`src/rtl/aabb_pkg.sv`:
```
// ----------------------------------------------------------------------------
// AABB affine transform package
// Shared payload types and fixed constants of the box transform block.
// ----------------------------------------------------------------------------
package aabb_pkg;

	localparam int unsigned FieldBits = 32;
	localparam int unsigned Rows      = 3;
	localparam int unsigned Corners   = 8;

	typedef enum logic {
		REQ_LOAD = 1'b0,
		REQ_BOX  = 1'b1
	} req_type_t;

	typedef struct packed {
		logic               req_type;
		logic [1:0]         row_sel;
		logic signed [31:0] coef_a;
		logic signed [31:0] coef_b;
		logic signed [31:0] coef_c;
		logic signed [31:0] coef_t;
		logic signed [31:0] box_lo_x;
		logic signed [31:0] box_lo_y;
		logic signed [31:0] box_lo_z;
		logic signed [31:0] box_hi_x;
		logic signed [31:0] box_hi_y;
		logic signed [31:0] box_hi_z;
	} req_t;

	typedef struct packed {
		logic signed [31:0] out_lo_x;
		logic signed [31:0] out_lo_y;
		logic signed [31:0] out_lo_z;
		logic signed [31:0] out_hi_x;
		logic signed [31:0] out_hi_y;
		logic signed [31:0] out_hi_z;
		logic               sat_flag;
	} rsp_t;

	// One queued box job: the two corners.
	typedef struct packed {
		logic signed [31:0] lo_x;
		logic signed [31:0] lo_y;
		logic signed [31:0] lo_z;
		logic signed [31:0] hi_x;
		logic signed [31:0] hi_y;
		logic signed [31:0] hi_z;
	} box_t;

endpackage

```
`src/rtl/aabb_if.sv`:
```
// ----------------------------------------------------------------------------
// AABB stream interfaces
// Valid/ready channels for requests and results.
// ----------------------------------------------------------------------------
interface aabb_req_if;
	logic          valid;
	logic          ready;
	aabb_pkg::req_t data;
	modport source (output valid, output data, input ready);
	modport sink   (input valid, input data, output ready);
endinterface


```
`src/rtl/aabb_front.sv`:
```
// ----------------------------------------------------------------------------
// AABB front end
// Accepts requests, applies row loads to the matrix, queues boxes.
// ----------------------------------------------------------------------------
module aabb_front #(
	parameter int unsigned FRAC_BITS  = 16
) (
	input  logic                clk,
	input  logic                arst_n,
	aabb_req_if.sink            req,
	output logic                box_valid,
	input  logic                box_ready,
	output aabb_pkg::box_t      box,
	input  logic                mat_busy,
	output logic signed [31:0]  mat_q [12]
);

	localparam logic signed [31:0] One = 32'(64'(1) << FRAC_BITS);

	// Two-entry queue decouples intake from the corner engine.
	aabb_pkg::box_t fifo_q [2];
	logic           wr_ptr_q, rd_ptr_q;
	logic [1:0]     count_q;
	logic           acc, push, pop, load;

	// A row load must wait until boxes ahead of it have finished with the matrix.
	assign req.ready = (req.data.req_type == aabb_pkg::REQ_BOX) ? (count_q != 2'd2)
		: (count_q == 2'd0 && !mat_busy);
	assign acc  = req.valid && req.ready;
	assign push = acc && req.data.req_type == aabb_pkg::REQ_BOX;
	assign load = acc && req.data.req_type == aabb_pkg::REQ_LOAD && req.data.row_sel != 2'd3;
	assign pop  = box_valid && box_ready;
	assign box_valid = count_q != 2'd0;
	assign box = fifo_q[rd_ptr_q];

	always_ff @(posedge clk or negedge arst_n) begin
		if (!arst_n) begin
			wr_ptr_q <= 1'b0;
			rd_ptr_q <= 1'b0;
			count_q  <= 2'd0;
			for (int i = 0; i < 12; i++) mat_q[i] <= (i % 5 == 0) ? One : '0;
		end else begin
			if (push) wr_ptr_q <= ~wr_ptr_q;
			if (pop) rd_ptr_q <= ~rd_ptr_q;
			count_q <= count_q + {1'b0, push} - {1'b0, pop};
			if (load) begin
				mat_q[{req.data.row_sel, 2'd0}] <= req.data.coef_a;
				mat_q[{req.data.row_sel, 2'd1}] <= req.data.coef_b;
				mat_q[{req.data.row_sel, 2'd2}] <= req.data.coef_c;
				mat_q[{req.data.row_sel, 2'd3}] <= req.data.coef_t;
			end
		end
	end

	always_ff @(posedge clk) begin
		if (push) fifo_q[wr_ptr_q] <= '{req.data.box_lo_x, req.data.box_lo_y,
			req.data.box_lo_z, req.data.box_hi_x, req.data.box_hi_y, req.data.box_hi_z};
	end

endmodule

```
`src/flat_wrapper.sv`:
```
// flat-port wrapper written by rule: the top's interface ports become plain ports
module aabb_front_flat 
#(
	parameter int unsigned FRAC_BITS  = 16
)
  (clk, arst_n, box_valid, box_ready, box, mat_busy, mat_q, req_valid, req_data, req_ready);
  aabb_req_if req_i ();
  input  logic clk;
  input  logic arst_n;
  output logic box_valid;
  input  logic box_ready;
  output aabb_pkg::box_t box;
  input  logic mat_busy;
  output logic signed [31:0] mat_q[12];
  input wire logic [$bits(req_i.valid)-1:0] req_valid;
  input wire logic [$bits(req_i.data)-1:0] req_data;
  output wire logic [$bits(req_i.ready)-1:0] req_ready;
  assign req_i.valid = req_valid;
  assign req_i.data = req_data;
  assign req_ready = req_i.ready;
  aabb_front #(.FRAC_BITS(FRAC_BITS)) u_core (.clk(clk), .arst_n(arst_n), .req(req_i), .box_valid(box_valid), .box_ready(box_ready), .box(box), .mat_busy(mat_busy), .mat_q(mat_q));
endmodule
```
`config.mk`:
```
export PLATFORM = sky130hd
export DESIGN_NAME = aabb_front_flat
export DESIGN_NICKNAME = d
export VERILOG_FILES = /design/src/rtl/aabb_pkg.sv /design/src/rtl/aabb_if.sv /design/src/rtl/aabb_front.sv /design/src/flat_wrapper.sv
export SDC_FILE = /design/constraint.sdc
export NUM_CORES = 1
export LEC_CHECK = 0
export ABC_CLOCK_PERIOD_IN_PS = 9600
export BUFFER_PORTS_ARGS = -buffer_cell sky130_fd_sc_hd__buf_2
export CAP_MARGIN = 20
export CORE_AREA = 2 2 353 355
export DETAILED_ROUTE_END_ITERATION = 10
export DIE_AREA = 0 0 355 357
export GPL_ROUTABILITY_DRIVEN = 0
export PLACE_DENSITY = 0.54
export SLEW_MARGIN = 20
export SYNTH_ARGS = -nofsm -noshare
export SYNTH_HDL_FRONTEND = slang
export SYNTH_SLANG_ARGS = --single-unit
export TNS_END_PERCENT = 20
```
`constraint.sdc`:
```
create_clock -name clk -period 9.6 [get_ports clk]
set_clock_uncertainty 0.05 [all_clocks]
set_input_delay 0.96 -clock clk [delete_from_list [all_inputs] [get_ports clk]]
set_output_delay 0.96 -clock clk [all_outputs]
set_load 0.005 [all_outputs]
```
==> out/qor.csv <==
stage;metric;value;unit
routing;wl;93.4;mm
floorplanning;core_area;123000;µm²
logic_synthesis;synth_flop_cell;dfrtp_1;
cts;clk_path_buf_depth;3;
cts;cts-hold-fix-buffers;0;
power;leakage;18.4;nW
power;power;11.5;mW
logic_synthesis;ys_ff_latch;772;
global_routing;grt_pass1_wl;130;mm
power;ir_worst_vdd;0.186;mV
timing;setup_violations;0;
logic_synthesis;syn-mean-instance-area;20.9;µm²
logic_synthesis;yosys.area_share.simple;0.372;%
job;drv_cap;0;
timing;final.setup.tns;0;ns
critical_path;regToRegSetupSlack;5.99;ns
logic_synthesis;synth_fa_ha_area_share;0.0418;%
global_routing;grt_usage;14.3;%
critical_path;critPathKind;reg -> out;
global_routing;grt_start_max_net_pins;138;
critical_path;arrival;3.65;ns
critical_path;crit_required;8.59;ns
cells_and_area;layout.nets;2711;
logic_synthesis;synth_edf_count;384;
logic_synthesis;syn_nets;1763;
timing;rsz0062_at_grt;false;
logic_synthesis;synth_commonest_cells;dfrtp_1 (385), edfxtp_1 (384), mux2_4 (340);
logic_synthesis;synth_area_leaders;edfxtp_1 (39%), dfrtp_1 (32%), mux2_4 (17%);
logic_synthesis;ys_seq_area_share;71.0;%
power;cellPowerDensity;296;nW/µm²
logic_synthesis;synth_cells;1434;
timing;max_slew_margin;14.6;%
routing;dr_total_vias;16500;
logic_synthesis;synth_top_area_cell;edfxtp_1;
timing;hold_violations;0;
place;portBuffers;905;
logic_synthesis;synthMuxAreaShare;25.9;%
timing;fin_crit;4.66;ns
cts;cts_resized;0;
global_routing;grt_remaining_overflow;0;
cts;clock-sinks;772;
cts;cts_tree;built;
min_path;holdCritPathClass;in -> async;
cells_and_area;drive_above_1_share;66.7;%
cts;cts_buffers;88;
routing;vias_per_cell;4.03;
logic_synthesis;synth_top_family_by_area;multiplexers;
critical_path;worstSetupStartpointType;register;
routing;firstDrtPassIters;6;
logic_synthesis;synth-compound-area-share;0.0251;%
routing;drt-wirelength-per-cell;22.9;µm
critical_path;crit_buf_inv;3;
cts;cts_setup_buffers;0;
run_status;status;completed;
global_routing;grt_pass1_vias;17100;
place;hpwl;69.0;mm
critical_path;path_delay_family;buffers and inverters;
timing;worstMarginPinSlew;1.28;ns
cells_and_area;area_growth;29.7;%
critical_path;r2r_cells;5;
routing;dr.first_iter.drc_count;829;
floorplanning;die-area;127000;µm²
logic_synthesis;ys_types;28;
cts;htree_num_levels;3;
timing;period_share;48.5;%
critical_path;end_kind;output port;
logic_synthesis;synth_top_area_share;38.5;%
floorplanning;io_pins;906;
timing;slew_viol_final;0;
floorplanning;rows;129;
critical_path;slowest_delay;0.86;ns
floorplanning;initial_utilization;24.3;%
routing;ant_nets;0;
floorplanning;dieHeight;357;µm
routing;drc;0;
logic_synthesis;synth.most_common_cell;dfrtp_1;
cts;clk_pin_slew;0.05;ns
cells_and_area;n_fill_cell;12200;
cts;cts_root_buffer;clkbuf_16;
floorplanning;die_width;355;µm
cts;clock_latency;0.66;ns
critical_path;slowest_stage;dfrtp_4;
logic_synthesis;synth-xor-area-share;0.146;%
global_routing;antenna_found_initial;68;
timing;timing.fmax;215;MHz
critical_path;worstPathCellList;buf_4 -> buf_12 -> mux2_2 -> buf_2;
logic_synthesis;ys_async_sr_fraction;50.3;%
logic_synthesis;syn-cell-area;29900;µm²
critical_path;cp_num_cells;4;
logic_synthesis;yosys_warnings;0;
critical_path;critPathMaxFanout;100;
-- cell type report --
type	instances	area (µm²)	area share, %
clock inverter	40	415	1.07
antenna	2	5.00	0.0129
timing repair buffer	921	4700	12.1
sequential	772	21200	54.7
tap	1637	2050	5.28
clock buffer	115	2420	6.22
multi-input combinational	597	7980	20.5
inverter	2	7.51	0.0193
-- per-stage QoR --
| step | setup slack (ns) | utilization [%] | instance area (µm²) | hold slack [ns] | cells |
|---|---|---|---|---|---|
| after detailed placement | 5.31 | 29.3 | 36000 | 0.425 | 3929 |
| after CTS | 4.88 | 31.6 | 38800 | 0.322 | 4084 |
| after global placement | 5.31 | 29.3 | 36000 | 0.421 | 3929 |
| after floorplan | 2.88 | - | 29900 | 0.423 | 1434 |
| final | 4.94 | 31.6 | 38800 | 0.351 | 4086 |
| after global routing | 4.77 | 31.6 | 38800 | 0.370 | 4085 |
-- registers in the layout (all words and copies together), names as in the netlist --
name and flops:
u_core.fifo_q 384, u_core.mat_q 384, u_core.count_q 2, u_core.rd_ptr_q 1, u_core.wr_ptr_q 1
-- worst register-to-register path: stages, from the launching register on --
cell and delay, ns:
dfrtp_1 0.41, nor2_2 0.14, nand3_4 0.58, buf_4 0.90, buf_4 0.92, mux2_2 0.49
-- report_power, final --
group / leakage, nW / switching [mW] / internal [mW]
clock network: 1.39 / 1.37 / 1.94
logic: 8.42 / 1.43 / 1.88
registers: 8.64 / 0.469 / 4.41
-- per-layer routing --
metal / share of wire [%] / wire length [µm] / global-route usage, % / vias up
met3: 10 / 9360 / 5.82 / 206
met2: 47 / 44100 / 23.4 / 791
met4: 2.6 / 2410 / 4.19 / 6
li1: - / - / - / 7235
met1: 40 / 37500 / 17.1 / 8249
met5: 0.050 / 47 / 0 / -
-- cell families (layout without fill, tap and decap cells) --
| kind of cell | after synthesis | after routing |
|---|---|---|
| adders and majority gates | 1 | 1 |
| xor gates and xnor gates | 5 | 5 |
| other | 0 | 2 |
| DFF | 772 | 772 |
| and+or+nand+nor | 14 | 14 |
| muxes | 576 | 576 |
| AOI/OAI and AO/OA | 1 | 1 |
| buffers and inverters | 65 | 1078 |
-- cell usage in the layout, fill, tap and decap left out, types with 9 or more instances in the layout --
cell and n:
mux2_4 340, dfrtp_1 384, mux2_2 232, clkbuf_16 90
buf_2 904, buf_4 12, clkbuf_1 18, clkinv_2 13
clkinv_1 9, edfxtp_1 384
-- path summary, 6_finish.rpt --
check	startpoint	to
max	u_core.rd_ptr_q$_DFFE_PN0P_	box[102]
min reg2reg	u_core.mat_q[269]$_DFFE_PN0P_	u_core.mat_q[269]$_DFFE_PN0P_
max reg2reg	u_core.count_q[0]$_DFF_PN0_	u_core.mat_q[7]$_DFFE_PN0P_
min	arst_n	u_core.mat_q[319]$_DFFE_PN0P_
max in group asynchronous	arst_n	u_core.rd_ptr_q$_DFFE_PN0P_
min in group clk	req_data[97]	u_core.fifo_q[1][97]$_DFFE_PP_
Power figures use the tool's default switching activity.
